[config.mk]
export PLATFORM = sky130hd
export DESIGN_NAME = morton_octree_address_unit
export DESIGN_NICKNAME = d
export VERILOG_FILES = /design/src/design/moau_pkg.sv /design/src/design/morton_octree_address_unit.sv
export SDC_FILE = /design/constraint.sdc
export NUM_CORES = 1
export LEC_CHECK = 0
export ABC_AREA = 1
export ABC_CLOCK_PERIOD_IN_PS = 2880
export BUFFER_PORTS_ARGS = -buffer_cell sky130_fd_sc_hd__buf_2
export CAP_MARGIN = 20
export CORE_AREA = 2 2 120 122
export CTS_CLUSTER_SIZE = 16
export DETAILED_ROUTE_END_ITERATION = 6
export DIE_AREA = 0 0 122 124
export PLACE_DENSITY = 0.67
export SYNTH_ARGS = -nofsm -noshare
export SYNTH_HDL_FRONTEND = slang
export SYNTH_SLANG_ARGS = --single-unit
[constraint.sdc]
create_clock -name aclk -period 2.88 [get_ports aclk]
set_input_delay 0.288 -clock aclk [delete_from_list [all_inputs] [get_ports aclk]]
set_output_delay 0.288 -clock aclk [all_outputs]
set_load 0.05 [all_outputs]
[src/design/moau_pkg.sv]
// Shared types and constants for the 3D Morton octree address unit.
// No dependencies.
`default_nettype none

package moau_pkg;

    localparam int CODE_W         = 30;
    localparam int PORT_COORD_W   = 10;
    localparam int COORD_BITS_DEF = 10;
    localparam int MODE_W         = 3;

    typedef enum logic [MODE_W-1:0] {
        MODE_ENCODE    = 3'd0,
        MODE_DECODE    = 3'd1,
        MODE_PARENT    = 3'd2,
        MODE_CHILDREN  = 3'd3,
        MODE_NEIGHBORS = 3'd4
    } mode_t;

    typedef enum logic [1:0] {
        OFF_NEG  = 2'd0,
        OFF_ZERO = 2'd1,
        OFF_POS  = 2'd2
    } off_t;

    typedef struct packed {
        off_t dz;
        off_t dy;
        off_t dx;
    } nb_t;

    localparam nb_t NB_CENTER = '{dz: OFF_ZERO, dy: OFF_ZERO, dx: OFF_ZERO};

endpackage

`default_nettype wire

[src/design/morton_octree_address_unit.sv]
// Morton octree address unit: encode, decode, parent, children and neighbors.
// Depends on moau_pkg.
//
//  channel | ports                                             | dir
//  --------+---------------------------------------------------+-----
//  s_      | s_valid s_ready s_mode s_morton_in s_coord_x/y/z  | in
//  m_      | m_valid m_ready m_out_code m_out_x/y/z m_last     | out
//
// One result word per cycle out of the work register while m_ready allows;
// encode, decode and parent give one word each, so a new word is taken every cycle.
// Children hold the work register for 8 words, neighbors for 7 to 26.
// Mode codes 5 to 7 are taken and dropped with no result.
// Reset clears both valid flags. A stalled output holds the result register.
`default_nettype none

module morton_octree_address_unit #(
    parameter int COORD_BITS = moau_pkg::COORD_BITS_DEF
) (
    input  wire                              aclk,
    input  wire                              aresetn,
    input  wire                              s_valid,
    output logic                             s_ready,
    input  wire  [moau_pkg::MODE_W-1:0]      s_mode,
    input  wire  [moau_pkg::CODE_W-1:0]      s_morton_in,
    input  wire  [moau_pkg::PORT_COORD_W-1:0] s_coord_x,
    input  wire  [moau_pkg::PORT_COORD_W-1:0] s_coord_y,
    input  wire  [moau_pkg::PORT_COORD_W-1:0] s_coord_z,
    output logic                             m_valid,
    input  wire                              m_ready,
    output logic [moau_pkg::CODE_W-1:0]      m_out_code,
    output logic [moau_pkg::PORT_COORD_W-1:0] m_out_x,
    output logic [moau_pkg::PORT_COORD_W-1:0] m_out_y,
    output logic [moau_pkg::PORT_COORD_W-1:0] m_out_z,
    output logic                             m_last
);

    typedef logic [COORD_BITS-1:0] crd_t;

    function automatic logic [moau_pkg::CODE_W-1:0] interleave(crd_t x, crd_t y, crd_t z);
        logic [moau_pkg::CODE_W-1:0] c;
        c = '0;
        for (int i = 0; i < COORD_BITS; i++) begin
            c[3*i]   = x[i];
            c[3*i+1] = y[i];
            c[3*i+2] = z[i];
        end
        return c;
    endfunction

    function automatic crd_t gather(logic [moau_pkg::CODE_W-1:0] c, int sel);
        crd_t r;
        r = '0;
        for (int i = 0; i < COORD_BITS; i++) begin
            r[i] = c[3*i+sel];
        end
        return r;
    endfunction

    function automatic moau_pkg::off_t lo_of(crd_t v);
        return (v == '0) ? moau_pkg::OFF_ZERO : moau_pkg::OFF_NEG;
    endfunction

    function automatic moau_pkg::off_t hi_of(crd_t v);
        return (&v) ? moau_pkg::OFF_ZERO : moau_pkg::OFF_POS;
    endfunction

    function automatic moau_pkg::nb_t nb_step(moau_pkg::nb_t t, moau_pkg::nb_t lo,
                                             moau_pkg::nb_t hi);
        moau_pkg::nb_t r;
        r = t;
        if (t.dx != hi.dx) begin
            r.dx = moau_pkg::off_t'(t.dx + 2'd1);
        end else begin
            r.dx = lo.dx;
            if (t.dy != hi.dy) begin
                r.dy = moau_pkg::off_t'(t.dy + 2'd1);
            end else begin
                r.dy = lo.dy;
                r.dz = moau_pkg::off_t'(t.dz + 2'd1);
            end
        end
        return r;
    endfunction

    function automatic crd_t add_off(crd_t v, moau_pkg::off_t d);
        crd_t r;
        case (d)
            moau_pkg::OFF_NEG: r = v - COORD_BITS'(1);
            moau_pkg::OFF_POS: r = v + COORD_BITS'(1);
            default:           r = v;
        endcase
        return r;
    endfunction

    // work register
    logic            a_valid_reg, a_valid_next;
    moau_pkg::mode_t a_mode_reg, a_mode_next;
    crd_t            a_x_reg, a_x_next;
    crd_t            a_y_reg, a_y_next;
    crd_t            a_z_reg, a_z_next;
    logic [2:0]      a_cnt_reg, a_cnt_next;
    moau_pkg::nb_t   a_nb_reg, a_nb_next;

    // result register
    logic                              m_valid_reg, m_valid_next;
    logic [moau_pkg::CODE_W-1:0]       m_code_reg, m_code_next;
    crd_t                              m_x_reg, m_x_next;
    crd_t                              m_y_reg, m_y_next;
    crd_t                              m_z_reg, m_z_next;
    logic                              m_last_reg, m_last_next;

    logic          in_mode_ok, a_load, out_free, a_fire, res_last;
    crd_t          in_x, in_y, in_z, res_x, res_y, res_z;
    moau_pkg::nb_t in_lo, in_hi, in_start, lo, hi, nxt1, nxt;

    assign out_free = !m_valid_reg || m_ready;
    assign a_fire   = a_valid_reg && out_free;
    assign s_ready  = !a_valid_reg || (a_fire && res_last);
    assign a_load   = s_valid && s_ready && in_mode_ok;

    always_comb begin
        in_mode_ok = s_mode inside {[moau_pkg::MODE_ENCODE : moau_pkg::MODE_NEIGHBORS]};
        if (moau_pkg::mode_t'(s_mode) == moau_pkg::MODE_ENCODE) begin
            in_x = s_coord_x[COORD_BITS-1:0];
            in_y = s_coord_y[COORD_BITS-1:0];
            in_z = s_coord_z[COORD_BITS-1:0];
        end else begin
            in_x = gather(s_morton_in, 0);
            in_y = gather(s_morton_in, 1);
            in_z = gather(s_morton_in, 2);
        end
        in_lo    = '{dz: lo_of(in_z), dy: lo_of(in_y), dx: lo_of(in_x)};
        in_hi    = '{dz: hi_of(in_z), dy: hi_of(in_y), dx: hi_of(in_x)};
        in_start = (in_lo == moau_pkg::NB_CENTER) ? nb_step(in_lo, in_lo, in_hi) : in_lo;
    end

    always_comb begin
        lo   = '{dz: lo_of(a_z_reg), dy: lo_of(a_y_reg), dx: lo_of(a_x_reg)};
        hi   = '{dz: hi_of(a_z_reg), dy: hi_of(a_y_reg), dx: hi_of(a_x_reg)};
        nxt1 = nb_step(a_nb_reg, lo, hi);
        nxt  = (nxt1 == moau_pkg::NB_CENTER) ? nb_step(nxt1, lo, hi) : nxt1;

        case (a_mode_reg)
            moau_pkg::MODE_PARENT: begin
                res_x    = a_x_reg >> 1;
                res_y    = a_y_reg >> 1;
                res_z    = a_z_reg >> 1;
                res_last = 1'b1;
            end
            moau_pkg::MODE_CHILDREN: begin
                res_x    = {a_x_reg[COORD_BITS-2:0], a_cnt_reg[2]};
                res_y    = {a_y_reg[COORD_BITS-2:0], a_cnt_reg[1]};
                res_z    = {a_z_reg[COORD_BITS-2:0], a_cnt_reg[0]};
                res_last = &a_cnt_reg;
            end
            moau_pkg::MODE_NEIGHBORS: begin
                res_x    = add_off(a_x_reg, a_nb_reg.dx);
                res_y    = add_off(a_y_reg, a_nb_reg.dy);
                res_z    = add_off(a_z_reg, a_nb_reg.dz);
                res_last = (a_nb_reg == hi) || (nxt1 == moau_pkg::NB_CENTER && nxt1 == hi);
            end
            default: begin
                res_x    = a_x_reg;
                res_y    = a_y_reg;
                res_z    = a_z_reg;
                res_last = 1'b1;
            end
        endcase
    end

    always_comb begin
        a_valid_next = a_valid_reg;
        a_mode_next  = a_mode_reg;
        a_x_next     = a_x_reg;
        a_y_next     = a_y_reg;
        a_z_next     = a_z_reg;
        a_cnt_next   = a_cnt_reg;
        a_nb_next    = a_nb_reg;
        if (a_fire) begin
            a_cnt_next = a_cnt_reg + 3'd1;
            a_nb_next  = nxt;
            if (res_last) begin
                a_valid_next = 1'b0;
            end
        end
        if (a_load) begin
            a_valid_next = 1'b1;
            a_mode_next  = moau_pkg::mode_t'(s_mode);
            a_x_next     = in_x;
            a_y_next     = in_y;
            a_z_next     = in_z;
            a_cnt_next   = '0;
            a_nb_next    = in_start;
        end

        m_valid_next = m_valid_reg && !m_ready;
        m_code_next  = m_code_reg;
        m_x_next     = m_x_reg;
        m_y_next     = m_y_reg;
        m_z_next     = m_z_reg;
        m_last_next  = m_last_reg;
        if (a_fire) begin
            m_valid_next = 1'b1;
            m_code_next  = interleave(res_x, res_y, res_z);
            m_x_next     = res_x;
            m_y_next     = res_y;
            m_z_next     = res_z;
            m_last_next  = res_last;
        end
    end

    always_ff @(posedge aclk) begin
        if (!aresetn) begin
            a_valid_reg <= 1'b0;
            m_valid_reg <= 1'b0;
        end else begin
            a_valid_reg <= a_valid_next;
            m_valid_reg <= m_valid_next;
        end
    end

    always_ff @(posedge aclk) begin
        a_mode_reg <= a_mode_next;
        a_x_reg    <= a_x_next;
        a_y_reg    <= a_y_next;
        a_z_reg    <= a_z_next;
        a_cnt_reg  <= a_cnt_next;
        a_nb_reg   <= a_nb_next;
        m_code_reg <= m_code_next;
        m_x_reg    <= m_x_next;
        m_y_reg    <= m_y_next;
        m_z_reg    <= m_z_next;
        m_last_reg <= m_last_next;
    end

    assign m_valid    = m_valid_reg;
    assign m_out_code = m_code_reg;
    assign m_out_x    = moau_pkg::PORT_COORD_W'(m_x_reg);
    assign m_out_y    = moau_pkg::PORT_COORD_W'(m_y_reg);
    assign m_out_z    = moau_pkg::PORT_COORD_W'(m_z_reg);
    assign m_last     = m_last_reg;

endmodule

`default_nettype wire

Word level (Yosys, flattened, before mapping)
Index checks and enable logic that the tools add are counted.

storage, ports and cells
  output and inout port bits = 63
  bits in registers = 105
  logic and storage cells = 120
  input port bits = 67

cells by class
  magnitude comparators = 2
  reduce and logical (&&, ||, !) cells = 31
  add/sub/neg operators = 16
  eq/ne operators = 16
  mux-type cells = 40

operators by type and width
  cell                                                                  number
  10-bit case mux with 3 select lines                                   3
  10-bit case mux with 2 select lines                                   3
  10-bit zero test                                                      5
  10-bit AND reduction                                                  5
  10-bit by 1-bit adder with 10-bit output, second input constant       3
  10-bit 2-to-1 mux                                                     3
  10-bit by 1-bit subtractor with 10-bit output, second input constant  3
  2-bit 2-to-1 mux                                                      14
  6-bit 2-to-1 mux                                                      4
  2-bit by 1-bit adder with 2-bit output, second input constant         6
  6-bit == test                                                         2
  4-bit 2-to-1 mux                                                      3
  1-bit 2-to-1 mux                                                      9
  2-bit inequality test                                                 4
  1-bit logical AND                                                     7
  1-bit by 1-bit adder with 2-bit output, second input constant         3
  2-bit == test, second input constant                                  3
  3-bit by 2-bit == test with 1-bit output, second input constant       2
  6-bit by 5-bit == test with 1-bit output, second input constant       1
  2-bit zero test                                                       3
  5-bit == test, second input constant                                  1
  1-bit by 2-bit inequality test with 1-bit output                      2
  2-bit nonzero test                                                    2
  3-bit by 1-bit adder with 3-bit output, second input constant         1
  other kinds (9)                                                       13

Depth between registers and ports, before layout
  depth in word-level cells = 15
  depth in mapped cells = 19
  mapped depth without buffers = 19

Least setup slack after synthesis
Ideal clock, no wire load.

  kind = flip-flop to flip-flop
  from = register a_x_reg[5]
  to = register a_mode_reg[0] (enable)
  library setup time = 331 ps
  arrival = 2483 ps
  period minus slack after synthesis = 2814 ps
  cell stages (with the launch flop) = 18
  setup slack = 66 ps
  data required time = 2549 ps
  path buffers = 0
  cell sequence = edfxtp_1 -> nand2_2 -> nor2_4 -> nand4_2 -> nand2_4 -> nand2_4 -> nand2_1 -> nand2_2 -> inv_1 -> ha_1 -> nand3_1 -> nor2_4 -> nand3_4 -> o21bai_2 -> nand3_2 -> nand2_4 -> nand2_4 -> inv_6

between the ends
  cells in the longest elaborated chain, start to end = 12
  elaborated cells between the ends (all ways) = 17
  classes of those cells = 4 x eq/ne; 5 x mux; 8 x reduce/logical

ends and longest elaborated chain
  element                                                                    line                               source
  start: declaration                                                         morton_octree_address_unit.sv:98   crd_t a_x_reg, a_x_next;
  start signal: assignment                                                   morton_octree_address_unit.sv:224  a_x_reg <= a_x_next;
  10-bit AND reduction                                                       morton_octree_address_unit.sv:64   return (&v) ? moau_pkg::OFF_ZERO : moau_pkg::OFF_POS;
  2-bit 2-to-1 mux                                                           morton_octree_address_unit.sv:64
  2-bit inequality test                                                      morton_octree_address_unit.sv:71   if (t.dx != hi.dx) begin
  2-bit 2-to-1 mux or 4-bit 2-to-1 mux (tied branches)                       morton_octree_address_unit.sv:71
  6-bit by 5-bit == test with 1-bit output or 6-bit == test (tied branches)  morton_octree_address_unit.sv:160  res_last = (a_nb_reg == hi) || (nxt1 == moau_pkg::NB_CENTER && nxt1 == hi);
  1-bit logical AND                                                          morton_octree_address_unit.sv:160
  1-bit logical OR *                                                         morton_octree_address_unit.sv:160
  1-bit case mux with 2 select lines *                                       morton_octree_address_unit.sv:143  case (a_mode_reg)
  1-bit logical AND *                                                        morton_octree_address_unit.sv:118  assign s_ready = !a_valid_reg || (a_fire && res_last);
  1-bit logical OR *                                                         morton_octree_address_unit.sv:118
  named net s_ready                                                          morton_octree_address_unit.sv:22   output logic s_ready,
  1-bit logical AND * (2 in series)                                          morton_octree_address_unit.sv:119  assign a_load = s_valid && s_ready && in_mode_ok;
  named net a_load                                                           morton_octree_address_unit.sv:112  logic in_mode_ok, a_load, out_free, a_fire, res_last;
  end signal: assignment                                                     morton_octree_address_unit.sv:223  a_mode_reg <= a_mode_next;
  end: declaration                                                           morton_octree_address_unit.sv:97   moau_pkg::mode_t a_mode_reg, a_mode_next;

Mark *: on every way through the listed nets, which the timed path passes. The rest lies on a longest branch.
A chain may end at the register's enable or synchronous reset.

Final worst setup path
  from = register a_y_reg[4]
  to = output port s_ready

between the ends
  cells in the longest elaborated chain, start to end = 11
  elaborated cells between the ends (all ways) = 16
  classes of those cells = 4 x eq/ne; 6 x mux; 6 x reduce/logical

ends and longest elaborated chain
  element                                                                    line                               source
  start: declaration                                                         morton_octree_address_unit.sv:99   crd_t a_y_reg, a_y_next;
  start signal: assignment                                                   morton_octree_address_unit.sv:225  a_y_reg <= a_y_next;
  10-bit AND reduction                                                       morton_octree_address_unit.sv:64
  2-bit 2-to-1 mux                                                           morton_octree_address_unit.sv:64
  2-bit inequality test                                                      morton_octree_address_unit.sv:75   if (t.dy != hi.dy) begin
  2-bit 2-to-1 mux                                                           morton_octree_address_unit.sv:75
  4-bit 2-to-1 mux                                                           morton_octree_address_unit.sv:71
  6-bit by 5-bit == test with 1-bit output or 6-bit == test (tied branches)  morton_octree_address_unit.sv:160
  1-bit logical AND                                                          morton_octree_address_unit.sv:160
  1-bit logical OR *                                                         morton_octree_address_unit.sv:160
  1-bit case mux with 2 select lines *                                       morton_octree_address_unit.sv:143
  1-bit logical AND *                                                        morton_octree_address_unit.sv:118
  1-bit logical OR *                                                         morton_octree_address_unit.sv:118
  end: declaration                                                           morton_octree_address_unit.sv:22

Mark *: on every way between the ends. The rest lies on a longest branch, timed or not.

==> impl_metrics.tcl <==
set metrics [dict create \
    p_leak_uw 0.00369 \
    drv_slew 0 \
    cts_tree "done" \
    timing.rr.start "a_y_reg[4]" \
    period_minus_slack_ns 2.82 \
    start_util_pct 44.6 \
    final_cell_mix "nand2_1 (133), buf_2 (128), inv_1 (86), buf_4 (82), edfxtp_1 (70)" \
    multiInputGateArea_mm2 0.00341 \
    worstPathArrival_ns 2.53 \
    stdcell_count 1121 \
    core_mm2 0.0137 \
    syn_to_final_growth_pct 30.1 \
    die_h_um 124 \
    setup_viol_count_final 0 \
    finalPower_uw 4340 \
    postCtsHoldBufs 0 \
    fin_crit_sh_pct 97.9 \
    drt-initial-drc-count 609 \
    final_common_cell "nand2_1" \
    antenna_cells 0 \
    overflow 0 \
    syn_inst 752 \
    drt_pass1_iterations 7 \
    grt_max_degree 32 \
    synth.yosys.warnings 0 \
    cp_max_fo 4 \
    clk_transition_reported_paths_ns 0.06 \
    antenna_found_initial 0 \
    netlist_area_mm2 0.00611 \
    slew_headroom_pct 52.3 \
    skew_ns 0.00548 \
    synth-main-ff-cell "edfxtp_1" \
    ctsHtreeMaxLevel 3 \
    path_class "flip-flop to output port" \
    critical_path_required_ns 2.59 \
    place.gp.congestion 0.916 \
    ios 130 \
    hold_end "a_mode_reg[2]" \
    synth_largest_area_cell "edfxtp_1" \
    hold_path_depth 1 \
    ys_async_sr_fraction_pct 0 \
    num-fill-cells 1267 \
    layout-drive-gt1-share_pct 35.2 \
    p_per_area_mw_per_mm2 546 \
    tightestPinTransition_ns 0.711 \
    die-area_mm2 0.0151 \
    synth.top_cell.area_share_pct 34.4 \
    crit_path_end_kind "output port" \
    place_inst 1076 \
    hp-start "s_mode[2]" \
    clock_insertion_delay_worst_skew_ns 0.34 \
    fmax_mhz 355 \
    critPathLaunchType "flip-flop" \
    synth.top_cells.by_area "edfxtp_1 (34%), nand2_1 (8.5%), ha_1 (7.2%)" \
    yosysSeqAreaShare_pct 36.0 \
    rows 43 \
    dp_hpwl_um 12500 \
    syn_avg_cell_area_um2 8.13 \
    num_vias 5826 \
    cts_buffers 9 \
    grt_pass1_vias 5245 \
    synth_edf_count 70 \
    grt_pass1_wl_um 25700 \
    cts.path.max_buffers 2 \
    peakVddDrop_mv 0.314 \
    viasPerCell 5.20 \
    hold_class "input port to flip-flop" \
    grt_usage_pct 22.0 \
    die_w_um 122 \
    largest_register_ffs 30 \
    ys_seq_elements 75 \
    finish.net_count 1041 \
    regArea_mm2 0.00220 \
    ant_nets 0 \
    status "finished, final reports clean" \
    whs_ns 0.157 \
    rsz0062_at_grt "true" \
    cts_sinks 75 \
    synth_fp_nets 857 \
    place.port_buffers 129 \
    tns_ns 0 \
    drt_wl_total_um 16700 \
    r2r_end "a_x_reg[3]" \
    ff2ff_path_depth 19 \
    hold_viol 0 \
    ys_types 46 \
    reg2reg_setup_slack_ns 0.11 \
    cap_violations 0 \
    utilization_pct 58.0 \
    drc 0 \
    root_buffer "clkbuf_16" \
    wl_per_cell_um 14.9 \
]
-- metal layers --
layer  part of all wire [%]  wire length, um  GRT usage, %
met1                     47             7760          30.2
met2                     46             7630          35.6
met3                    5.6              933          3.02
met4                    2.1              343          7.83
met5                      0                0             0
-- cells in the mapped netlist (all sizes together) (6+ instances only) --
library cell / number
a21o: 8
mux2: 17
a22oi: 14
o21ai: 44
buf: 34
o2111ai: 9
nand3: 51
mux2i: 8
o211ai: 10
ha: 35
nand4: 15
nor2: 77
clkbuf: 10
inv: 100
a21oi: 41
edfxtp: 70
nand2: 159
xor2: 6
-- worst max-delay path, cell delays in order (launching register included) --
cell and delay (ns):
edfxtp_1 0.40, nand2_1 0.12, nor2_4 0.15, nand3_2 0.10
nand2_1 0.10, nand2_1 0.09, nand3_2 0.10, nand2_1 0.05
inv_1 0.08, ha_2 0.19, nand3_4 0.09, nor2_4 0.15
nand3_4 0.10, o21bai_4 0.12, nand3_2 0.11, nand2_4 0.09
buf_8 0.14
-- cells by family after synthesis --
logic type	count (synthesis)	share of synthesized area, %
and+or+nand+nor	315	24.5
muxes	25	4.50
DFF	75	36.0
buffers and inverters	144	10.9
AOI/OAI and AO/OA	149	15.0
adders and majority gates	38	8.15
xor gates and xnor gates	6	0.860
-- worst max-delay path by stage --
stage                           start            end  slack, ns  cells after the start
after detailed placement  a_nb_reg[1]    a_nb_reg[3]     -0.005                     18
after floorplan            a_x_reg[5]  a_mode_reg[0]       0.07                     17
after CTS                  a_x_reg[7]        s_ready      0.008                     16
final                      a_y_reg[4]        s_ready       0.06                     16
after global placement    a_nb_reg[1]    a_nb_reg[3]       0.12                     18
after global routing       a_y_reg[4]        s_ready      -0.06                     16
-- timing repair --
action,4_1_cts,5_1_grt
gates cloned,0,2
buffers inserted,6,21
gates resized for setup,6,48
pin swaps,5,23
endpoints found under the setup margin,17,55
-- area by class of cell --
type                    instances  share of cell area [%]
well taps                     180                    2.83
multi-input cells             533                    42.8
inverters                     100                    4.91
clock inverters                 4                   0.912
repair buffers                217                    17.6
flip-flops and latches         75                    27.7
clock buffers                  12                    3.22
-- power breakdown --
| group | internal (uW) | leakage, uW | switching, uW | total (uW) |
|---|---|---|---|---|
| clock network | 805 | 0.000159 | 442 | 1250 |
| registers | 1320 | 0.000701 | 69.7 | 1390 |
| logic | 639 | 0.00283 | 1070 | 1700 |
| total | 2760 | 0.00369 | 1580 | 4340 |
-- metrics by stage --
stage | instance area, um2 | setup slack, ns
finish | 7950 | 0.0593
global route | 7950 | -0.0641
CTS | 7590 | 0.00841
detailed placement | 7200 | -0.00482
global placement | 7200 | 0.116
floorplan | 6110 | 0.0662
No activity file was read; power rests on OpenSTA's default activity.
